[src/hw/rtl/rotated_sorted_search_dup_macros.svh]
// ----------------------------------------------------------------------------
// rotated_sorted_search_dup_macros.svh
// Assertion helpers shared by the search block.
// ----------------------------------------------------------------------------
`ifndef ROTATED_SORTED_SEARCH_DUP_MACROS_SVH
`define ROTATED_SORTED_SEARCH_DUP_MACROS_SVH

// Same-cycle implication, checked out of reset
`define RSSD_ASSERT_SAME(lbl, clk, rstn, ante, cons) \
    lbl: assert property (@(posedge clk) disable iff (!(rstn)) (ante) |-> (cons)) \
        else $error("same-cycle check failed");

// Next-cycle implication, checked out of reset
`define RSSD_ASSERT_NEXT(lbl, clk, rstn, ante, cons) \
    lbl: assert property (@(posedge clk) disable iff (!(rstn)) (ante) |=> (cons)) \
        else $error("next-cycle check failed");

`endif

[src/hw/rtl/rssd_pkg.sv]
// ----------------------------------------------------------------------------
// rssd_pkg
// Shared constants, state encoding and controller/datapath interface types.
// ----------------------------------------------------------------------------
package rssd_pkg;

    localparam int DEPTH  = 1024;
    localparam int IDX_W  = $clog2(DEPTH);
    localparam int CNT_W  = $clog2(DEPTH + 1);
    localparam int PTR_W  = CNT_W + 1;
    localparam int DATA_W = 32;

    typedef enum logic [2:0] {
        S_IDLE,
        S_RD_LOW,
        S_RD_MID,
        S_RD_HIGH,
        S_EVAL,
        S_DONE
    } state_t;

    typedef enum logic [1:0] {
        SEL_LOW,
        SEL_MID,
        SEL_HIGH
    } rd_sel_t;

    typedef struct packed {
        logic    ready;
        rd_sel_t rd_sel;
        logic    cap_vl;
        logic    cap_vm;
        logic    eval;
        logic    finish;
    } cmd_t;

    typedef struct packed {
        logic in_valid;
        logic in_last;
        logic hit;
        logic more;
        logic out_free;
    } stat_t;

endpackage

[src/hw/rtl/rssd_ctrl.sv]
// ----------------------------------------------------------------------------
// rssd_ctrl
// Sequencer: load phase, three-read/evaluate search loop, result hand-off.
// ----------------------------------------------------------------------------
module rssd_ctrl (
    input  logic          aclk,
    input  logic          aresetn,
    input  rssd_pkg::stat_t stat,
    output rssd_pkg::cmd_t  cmd
);
    import rssd_pkg::*;

    state_t state_reg;
    state_t state_next;

    // State register
    always_ff @(posedge aclk) begin
        if (!aresetn) begin
            state_reg <= S_IDLE;
        end else begin
            state_reg <= state_next;
        end
    end

    // Next state
    always_comb begin
        state_next = state_reg;
        case (state_reg)
            S_IDLE: begin
                if (stat.in_valid && stat.in_last) begin
                    state_next = S_RD_LOW;
                end
            end
            S_RD_LOW:  state_next = S_RD_MID;
            S_RD_MID:  state_next = S_RD_HIGH;
            S_RD_HIGH: state_next = S_EVAL;
            S_EVAL: begin
                if (stat.hit || !stat.more) begin
                    state_next = S_DONE;
                end else begin
                    state_next = S_RD_LOW;
                end
            end
            S_DONE: begin
                if (stat.out_free) begin
                    state_next = S_IDLE;
                end
            end
            default: state_next = S_IDLE;
        endcase
    end

    // Commands to the datapath
    always_comb begin
        cmd        = '0;
        cmd.rd_sel = SEL_LOW;
        case (state_reg)
            S_IDLE:    cmd.ready = 1'b1;
            S_RD_LOW:  cmd.rd_sel = SEL_LOW;
            S_RD_MID: begin
                cmd.rd_sel = SEL_MID;
                cmd.cap_vl = 1'b1;
            end
            S_RD_HIGH: begin
                cmd.rd_sel = SEL_HIGH;
                cmd.cap_vm = 1'b1;
            end
            S_EVAL:    cmd.eval = 1'b1;
            S_DONE:    cmd.finish = stat.out_free;
            default:   cmd.ready = 1'b0;
        endcase
    end

endmodule

[config.mk]
export PLATFORM = sky130hd
export DESIGN_NAME = rssd_ctrl
export DESIGN_NICKNAME = d
export VERILOG_FILES = /design/src/hw/rtl/rotated_sorted_search_dup_macros.svh /design/src/hw/rtl/rssd_pkg.sv /design/src/hw/rtl/rssd_ctrl.sv
export SDC_FILE = /design/constraint.sdc
export NUM_CORES = 1
export LEC_CHECK = 0
export ABC_AREA = 0
export BUFFER_PORTS_ARGS = -buffer_cell sky130_fd_sc_hd__buf_2
export CORE_AREA = 2 2 39 41
export DETAILED_ROUTE_END_ITERATION = 12
export DIE_AREA = 0 0 41 43
export GPL_TIMING_DRIVEN = 0
export PLACE_DENSITY = 0.46
export SLEW_MARGIN = 20
export SYNTH_ARGS = -nofsm -noshare
export SYNTH_HDL_FRONTEND = slang
export SYNTH_SLANG_ARGS = --single-unit
export TNS_END_PERCENT = 1
[constraint.sdc]
create_clock -name aclk -period 1.25 [get_ports aclk]
set_input_delay 0.0625 -clock aclk [delete_from_list [all_inputs] [get_ports aclk]]
set_output_delay 0.0625 -clock aclk [all_outputs]
set_load 0.02 [all_outputs]
==> metrics.md, run 1 <==
| Metric | Value |
|---|---|
| Req. time, crit path | `1.19 ns` |
| Final WL | `544 microns` |
| Placer Congestion | `0.581` |
| Min Clock Period, post-route | `1.18 ns` |
| Sequential area share after synthesis | `0.267` |
| PD cells | `2440 nW/um^2` |
| Die area | `1760 sq um` |
| Sink Count | `3` |
| Die width | `41 microns` |
| Final setup violating endpoints | `0` |
| Worst-skew pair later-pin latency | `0.23 ns` |
| Crit path arrival time | `1.11 ns` |
| Global route overflow | `0` |
| Cell taking the most area after synthesis | `dfxtp_1` |
| Fin. Hold Viols | `0` |
| Fraction of layout instances using a drive strength above 1 | `0.619` |
| Iter 0 DRT Violations | `0` |
| Top post-synthesis cells by area | `dfxtp_1 27%, nor3b_1 10%, and3b_2 8.9%` |
| Count of input and output buffers | `13` |
| CTS tree | `built` |
| Number of flip-flops in the largest register | `3` |
| Top FF cell, synth | `dfxtp_1` |
| Synthesized area per cell | `9.01 sq um` |
| Total number of vias | `239` |
| PnR worst setup slack | `0.0728 ns` |
| Post-CTS Hold Buffers | `0` |
| Power, Total | `882 uW` |
| Yosys cell types | `17` |
| Final clock skew | `0.000811 ns` |
| R2r setup slk | `0.18 ns` |
| Synth-to-layout area growth | `60.6%` |
| Cells after Synth | `25` |
| Hold wc startpoint | `aresetn` |
| Status | `completed` |
| # nets final | `50` |
| Highest clock rate | `849 MHz` |
| HP Class | `input pin to flip-flop` |
| Vias per inst | `4.12` |
| Reg2reg start | `state_reg[0]$_SDFFE_PN0P_` |
| Worst hold margin | `0.107 ns` |
| CTS root buf | `clkbuf_4` |
| RSZ-0062 raised after global routing | `no` |
| Wire length per cell | `9.38 microns` |
| Ant diodes | `0` |
| R2R cell count | `4` |
| Most frequent cells after synthesis | `3 x a21oi_1, 3 x dfxtp_1, 3 x nor3b_1` |
| Leak | `0.000187 uW` |
| Synthesized flop and latch total | `3` |
| Post-synth EDFFs | `0` |
| WHS Path Cells | `2` |
| Synth top area share | `0.267` |
| Slew at the pin closest to its max-slew limit | `0.222 ns` |
| Multi-input gate area | `150 sq um` |
| Worst Path Max Fanout | `10` |
| RR Endpoint | `state_reg[0]$_SDFFE_PN0P_` |
| Vias in the first global route | `235` |
| Global-route wire length before repair | `910 microns` |
| CTS Buffer Depth | `2` |
| Max-slew violations | `0` |
| Placement Setup Slack | `0.176 ns` |
| Post-Syn Area | `225 sq um` |
| Crit. End Element | `output pin` |
| H-tree depth | `1` |
| Post-CTS Repair Setup Buffers | `0` |
| Core box area | `1380 sq um` |
| Clock Pin Slew Worst Setup and Hold Paths | `0.04 ns` |
| FF+latch area | `60.1 sq um` |
| I/O pin count | `14` |
| Site Rows | `14` |
| Crit Path Category | `flip-flop to output pin` |
| Num CTS Buffers | `3` |
| Post-route ant nets | `0` |
| Fill count | `166` |
| Pin count of the biggest net entering global routing | `11` |
| Initial antenna violation count | `0` |
| Worst VDD drop | `0.428 mV` |
| Yosys warns | `0` |
| Hold EP | `state_reg[1]$_SDFFE_PN0P_` |
| Die height | `43 microns` |
| Rel. slew slack | `0.851` |
| Mapped Nets | `32` |
| Async SR Flop Fraction | `0` |
| GRT Total Usage | `0.0792` |
| DRT Pass-1 Iters | `1` |
| Residual DRC count | `0` |
| Starting density of the core | `0.163` |
| Max-cap violation count | `0` |
| Final period utilization | `0.942` |
| Worst setup SP type | `flip-flop` |
==> stage by stage <==
step / utilization / cells / TNS, ns / area [sq um]
2_1_floorplan: - / 25 / -0.333 / 225
3_3_place_gp: 0.224 / 54 / 0 / 310
3_5_place_dp: 0.224 / 54 / 0 / 310
4_1_cts: 0.249 / 58 / 0 / 344
5_1_grt: 0.261 / 58 / 0 / 362
6_report: 0.261 / 58 / 0 / 362
==> metal layers <==
layer  up-vias  track usage  share of wire
li1        122            -              -
met1       112       0.0735           0.37
met2         5        0.128           0.61
met3         0       0.0314          0.024
met4         0       0.0600              0
met5         -            0              0
==> critical path: stages, from the launching register on <==
cell	delay, ns
dfxtp_1	0.29
buf_4	0.16
nor3_1	0.23
buf_2	0.21
==> logic make-up after synthesis <==
| group | synth area share |
|---|---|
| AO/OA/AOI/OAI | 0.222 |
| AND/OR/NAND/NOR | 0.333 |
| XOR/XNOR | 0.0389 |
| buffers and inverters | 0.139 |
| flip-flops | 0.267 |
==> cell type report <==
class,instances,share of cell area
multi-input combinational,18,0.415
timing repair buffer,13,0.187
tap,16,0.0554
clock buffer,4,0.0727
sequential,3,0.166
buffer,4,0.104
==> placed cells by master, fill, tap and decap left out, drive strengths merged <==
| cell type | n |
|---|---|
| buf | 17 |
| nand2 | 1 |
| clkbuf | 4 |
| and4b | 1 |
| a21o | 2 |
| dfxtp | 3 |
| nand3b | 1 |
| a211o | 1 |
| nor3 | 1 |
| a21oi | 3 |
| nor3b | 3 |
| a21bo | 1 |
| nand2b | 1 |
| xnor2 | 1 |
| and3b | 2 |
==> power by group <==
| group | switching (uW) | internal, uW | total, uW |
|---|---|---|---|
| Sequential | 12.8 | 136 | 148 |
| Clock | 51.0 | 120 | 171 |
| Combinational | 299 | 264 | 562 |
| Total | 362 | 519 | 882 |
==> timing repair <==
action,CTS,global route
resized for setup,2,4
cloned,0,0
endpoints found under the setup margin,1,2
==> how the worst max path moves through the flow <==
stage	from	end	slack, ns	depth (start not counted)
CTS	state_reg[2]$_SDFFE_PN0P_	cmd[1]	0.02	3
floorplan	state_reg[0]$_SDFFE_PN0P_	state_reg[2]$_SDFFE_PN0P_	-0.11	4
global route	state_reg[1]$_SDFFE_PN0P_	cmd[4]	0.004	4
detailed placement	state_reg[1]$_SDFFE_PN0P_	cmd[4]	0.18	4
global placement	state_reg[1]$_SDFFE_PN0P_	cmd[4]	0.19	4
finish	state_reg[2]$_SDFFE_PN0P_	cmd[6]	0.07	3
No activity file was read; power rests on OpenSTA's default activity.
==> run 2: changes to the inputs <==
--- a/config.mk
+++ b/config.mk
@@ -6,13 +6,12 @@
 export NUM_CORES = 1
 export LEC_CHECK = 0
 export ABC_AREA = 0
-export BUFFER_PORTS_ARGS = -buffer_cell sky130_fd_sc_hd__buf_2
+export BUFFER_PORTS_ARGS = -buffer_cell sky130_fd_sc_hd__buf_4
 export CORE_AREA = 2 2 39 41
 export DETAILED_ROUTE_END_ITERATION = 12
 export DIE_AREA = 0 0 41 43
 export GPL_TIMING_DRIVEN = 0
 export PLACE_DENSITY = 0.46
-export SLEW_MARGIN = 20
 export SYNTH_ARGS = -nofsm -noshare
 export SYNTH_HDL_FRONTEND = slang
 export SYNTH_SLANG_ARGS = --single-unit
==> constraint.sdc (replaced) <==
create_clock -name aclk -period 1.25 [get_ports aclk]
set_input_delay 0.0625 -clock aclk [delete_from_list [all_inputs] [get_ports aclk]]
set_output_delay 0.0625 -clock aclk [all_outputs]
set_load 0.1 [all_outputs]
==> run 2 against run 1 <==
Compared with the run above:
- wire length rose by 3.9%
- final area increased by 37%
- the run now ends with negative setup slack left
- via count up 5.9%
- hold slack gained 0.0017 ns
- cell count is 3.4% higher
- flip-flop and latch count is the same
- core utilization is 9.7 points higher
- sequential share of layout area is 3.7 points lower
- clock-buffer cell count is the same
- fmax is 8.5% lower
- first-iteration DRC count is 5 higher
- highest routed layer unchanged
==> metrics.md, run 2 (synthesis gave the netlist of run 1 again) <==
| Metric | Value |
|---|---|
| Status | `finished with violations` |
| Failing checks | `negative setup slack` |
| Count of input and output buffers | `13` |
| RSZ-0062 raised after global routing | `yes` |
| HP Class | `input pin to flip-flop` |
| Req. time, crit path | `1.19 ns` |
| Final period utilization | `1.03` |
| Most frequent cells in the layout | `6 x buf_6, 6 x buf_4, 4 x buf_12` |
| Final clock skew | `0.00225 ns` |
| Die width | `41 microns` |
| Worst setup SP type | `flip-flop` |
| Starting density of the core | `0.163` |
| Vias per inst | `4.22` |
| R2r setup slk | `0.14 ns` |
| Fin. Hold Viols | `0` |
| Die height | `43 microns` |
| Crit. Startpoint | `state_reg[2]$_SDFFE_PN0P_` |
| Reg2reg start | `state_reg[0]$_SDFFE_PN0P_` |
| Worst-skew pair later-pin latency | `0.23 ns` |
| Synth-to-layout area growth | `120%` |
| Hold wc startpoint | `aresetn` |
| Crit Path Category | `flip-flop to output pin` |
| Residual DRC count | `0` |
| Crit. End Element | `output pin` |
| Cell area after placement | `400 sq um` |
| RR Endpoint | `state_reg[2]$_SDFFE_PN0P_` |
| Pin count of the biggest net entering global routing | `11` |
| Global-route wire length before repair | `959 microns` |
| Iter 0 DRT Violations | `5` |
| Sink Count | `3` |
| Hold EP | `state_reg[1]$_SDFFE_PN0P_` |
| Site Rows | `14` |
| DP Wirelength | `416 microns` |
| Die area | `1760 sq um` |
| Slew at the pin closest to its max-slew limit | `0.233 ns` |
| CTS Buffer Depth | `2` |
| Ant diodes | `0` |
| DRT Pass-1 Iters | `4` |
| Initial antenna violation count | `0` |
| R2R cell count | `4` |
| Num CTS Buffers | `3` |
| Post-route ant nets | `0` |
| # nets final | `52` |
| Fill count | `142` |
| Max-cap violation count | `0` |
| Core box area | `1380 sq um` |
| CTS root buf | `clkbuf_4` |
| Crit path arrival time | `1.22 ns` |
| Final WL | `565 microns` |
| Max-slew violations | `0` |
| Highest clock rate | `777 MHz` |
| Vias in the first global route | `243` |
| PnR worst setup slack | `-0.0364 ns` |
| Fraction of layout instances using a drive strength above 1 | `0.727` |
| Worst Path Max Fanout | `5` |
| Placer Congestion | `0.656` |
| Global route overflow | `0` |
| Rel. slew slack | `0.844` |
| Setup TNS | `-0.0419 ns` |
| CTS tree | `built` |
| Final setup violating endpoints | `2` |
| Number of flip-flops in the largest register | `3` |
| Wire length per cell | `9.42 microns` |
| Min Clock Period, post-route | `1.29 ns` |
| GRT Total Usage | `0.0853` |
| Post-CTS Hold Buffers | `0` |
| Total number of vias | `253` |
| Design Area, Final | `495 sq um` |
| WHS Path Cells | `2` |
| H-tree depth | `1` |
| Clock Pin Slew Worst Setup and Hold Paths | `0.04 ns` |
| I/O pin count | `14` |
[run 2: changes by cell type in the layout (fill, tap and decap cells not counted)]
cell     previous run  this run
buf_6               2         6
buf_2              12         2
nor3_4              0         1
nor3_1              1         0
dfxtp_2             0         3
buf_8               0         1
dfxtp_1             3         0
buf_12              0         4
nor3b_2             1         0
buf_4               3         6
nor3b_4             1         2
[run 2: cell type report]
class,instances,area [sq um],share of cell area
multi-input cells,18,168,0.338
clock buffers,4,26.3,0.0530
plain buffers,4,53.8,0.109
repair buffers,15,164,0.331
well taps,16,20.0,0.0404
flip-flops and latches,3,63.8,0.129
[run 2: layer usage]
layer,vias to the layer above,share of wire,global-route usage
li1,127,-,-
met1,116,0.38,0.0868
met2,10,0.52,0.113
met3,0,0.097,0.0524
met4,0,0,0.0800
met5,-,0,0
[run 2: critical path, stage by stage, from the launching register on]
cell and delay (ns):
dfxtp_2 0.31, buf_6 0.13, nor3b_4 0.26, buf_12 0.14
buf_12 0.16
[run 2: per-stage QoR]
stage          instances  hold WS, ns  setup slack [ns]  utilization
4_1_cts               60        0.104           -0.0525        0.336
2_1_floorplan         25        0.218            -0.426            -
3_5_place_dp          54        0.352             0.104        0.289
5_1_grt               60        0.103           -0.0882        0.358
6_report              60        0.109           -0.0364        0.358
3_3_place_gp          54        0.344             0.112        0.289
[run 2: worst max path at each step]
stage	to	slack (ns)	depth (start not counted)
floorplan	cmd[4]	-0.43	3
global placement	cmd[4]	0.11	4
detailed placement	cmd[4]	0.10	4
CTS	cmd[4]	-0.05	4
global route	cmd[4]	-0.09	4
finish	cmd[4]	-0.04	4
[run 2: timing repair]
action	CTS	global route
gates cloned	2	0
resized for setup	8	8
setup endpoints to repair	5	7
buffers inserted	0	0
pin swaps	1	1
Power of run 2 is not shown: default switching activity piles up to over one toggle a cycle in this logic, so the estimate is an artifact.
==> run 3: changes to the inputs <==
--- a/config.mk
+++ b/config.mk
@@ -8,6 +8,7 @@
 export ABC_AREA = 0
 export BUFFER_PORTS_ARGS = -buffer_cell sky130_fd_sc_hd__buf_4
 export CORE_AREA = 2 2 39 41
+export CTS_BUF_LIST = sky130_fd_sc_hd__clkbuf_8
 export DETAILED_ROUTE_END_ITERATION = 12
 export DIE_AREA = 0 0 41 43
 export GPL_TIMING_DRIVEN = 0
==> run 3 against run 2 <==
Compared with the run above:
- the flow still finishes with violations (negative setup slack)
- fmax increased by 1.5%
- hold slack improved by 0.017 ns
- die area did not move
- wire length increased by 1.4%
- cell count did not move
- highest routed layer unchanged
==> metrics.md, run 3 (synthesis gave the netlist of run 1 again) <==
| Metric | Value |
|---|---|
| Placer Congestion | `0.656` |
| Iter 0 DRT Violations | `5` |
| Final period utilization | `1.01` |
| GRT Total Usage | `0.0843` |
| Hold wc startpoint | `aresetn` |
| Post-route ant nets | `0` |
| Total number of vias | `251` |
| Initial antenna violation count | `0` |
| # nets final | `52` |
| Placed insts | `54` |
| Sink Count | `3` |
| Reg2reg start | `state_reg[0]$_SDFFE_PN0P_` |
| PnR worst setup slack | `-0.0174 ns` |
| CTS root buf | `clkbuf_8` |
| Crit Path Category | `flip-flop to output pin` |
| Status | `finished with violations` |
| Fin. Hold Viols | `0` |
| Core Util, Final | `0.362` |
| CTS Buffer Depth | `2` |
| Min Clock Period, post-route | `1.27 ns` |
| Global-route wire length before repair | `938 microns` |
| Final setup violating endpoints | `1` |
| I/O pin count | `14` |
| Final WL | `573 microns` |
| Fill count | `143` |
| Vias per inst | `4.18` |
| Ant diodes | `0` |
| Crit. Startpoint | `state_reg[2]$_SDFFE_PN0P_` |
| Max-cap violation count | `0` |
| Count of input and output buffers | `13` |
| Wire length per cell | `9.55 microns` |
| Starting density of the core | `0.163` |
| RSZ-0062 raised after global routing | `yes` |
| Rel. slew slack | `0.844` |
| Die width | `41 microns` |
| Number of flip-flops in the largest register | `3` |
| Max-slew violations | `0` |
| Worst hold margin | `0.126 ns` |
| Most frequent cells in the layout | `8 x buf_6, 6 x buf_4, 3 x a21oi_1, 3 x buf_12, 3 x clkbuf_8` |
| Worst Path Max Fanout | `5` |
| Final clock skew | `0.00492 ns` |
| DP Wirelength | `416 microns` |
| Die height | `43 microns` |
| Synth-to-layout area growth | `122%` |
| Num CTS Buffers | `3` |
| H-tree depth | `1` |
| Worst-skew pair later-pin latency | `0.21 ns` |
| Global route overflow | `0` |
| Req. time, crit path | `1.19 ns` |
| Slew at the pin closest to its max-slew limit | `0.233 ns` |
| Non-filler cells, final | `60` |
| Pin count of the biggest net entering global routing | `11` |
| CTS tree | `built` |
| HP Class | `input pin to flip-flop` |
| DRT Pass-1 Iters | `4` |
| Most common cell after layout, fill and taps aside | `buf_6` |
| Clock Pin Slew Worst Setup and Hold Paths | `0.03 ns` |
| Failing checks | `negative setup slack` |
| Fraction of layout instances using a drive strength above 1 | `0.705` |
| Worst setup SP type | `flip-flop` |
| Site Rows | `14` |
| Vias in the first global route | `244` |
| Crit. End Element | `output pin` |
| Residual DRC count | `0` |
| Crit path arrival time | `1.20 ns` |
| Core box area | `1380 sq um` |
| Highest clock rate | `789 MHz` |
| Die area | `1760 sq um` |
[run 3: cell types whose count changed in the layout (fill, tap and decap cells not counted), sizes merged]
cell	previous run	this run
clkbuf	4	3
inv	0	1
[run 3: cell type report]
cell class	instances	area, sq um	area share
clock buffer	3	41.3	0.0825
timing repair buffer	15	151	0.302
sequential	3	62.6	0.125
multi-input combinational	18	168	0.335
clock inverter	1	3.75	0.00750
buffer	4	53.8	0.108
tap	16	20.0	0.0400
[run 3: path summary, 6_finish.rpt]
kind | endpoint | slack [ns] | cells after the start
min reg2reg | state_reg[1]$_SDFFE_PN0P_ | 0.57 | 2
min | state_reg[1]$_SDFFE_PN0P_ | 0.13 | 2
max reg2reg | state_reg[2]$_SDFFE_PN0P_ | 0.14 | 4
max | cmd[4] | -0.02 | 4
[run 3: what timing repair did]
action	4_1_cts	5_1_grt
setup endpoints to repair	3	7
cloned	2	0
hold buffers	0	0
buffers inserted	0	0
resized for setup	6	6
hold endpoints to repair	0	0
pin swaps	1	0
[run 3: critical path, stage by stage (launching register included)]
cell and delay [ns]:
dfxtp_2 0.31, buf_6 0.13, nor3b_4 0.26, buf_12 0.14
buf_12 0.16
[run 3: per-layer routing]
metal	vias to the layer above	GRT usage	wire (microns)
met5	-	0	0
met4	0	0.0800	0
met3	0	0.0524	68
met2	12	0.113	298
met1	112	0.0836	206
li1	127	-	-
[run 3: through the flow]
step | area [sq um] | setup slack [ns] | setup TNS, ns
floorplan | 283 | -0.426 | -1.70
global placement | 400 | 0.112 | 0
detailed placement | 400 | 0.104 | 0
CTS | 477 | -0.0315 | -0.0332
global route | 500 | -0.0562 | -0.0930
finish | 500 | -0.0174 | -0.0174
Power of run 3 is left out for the same reason.
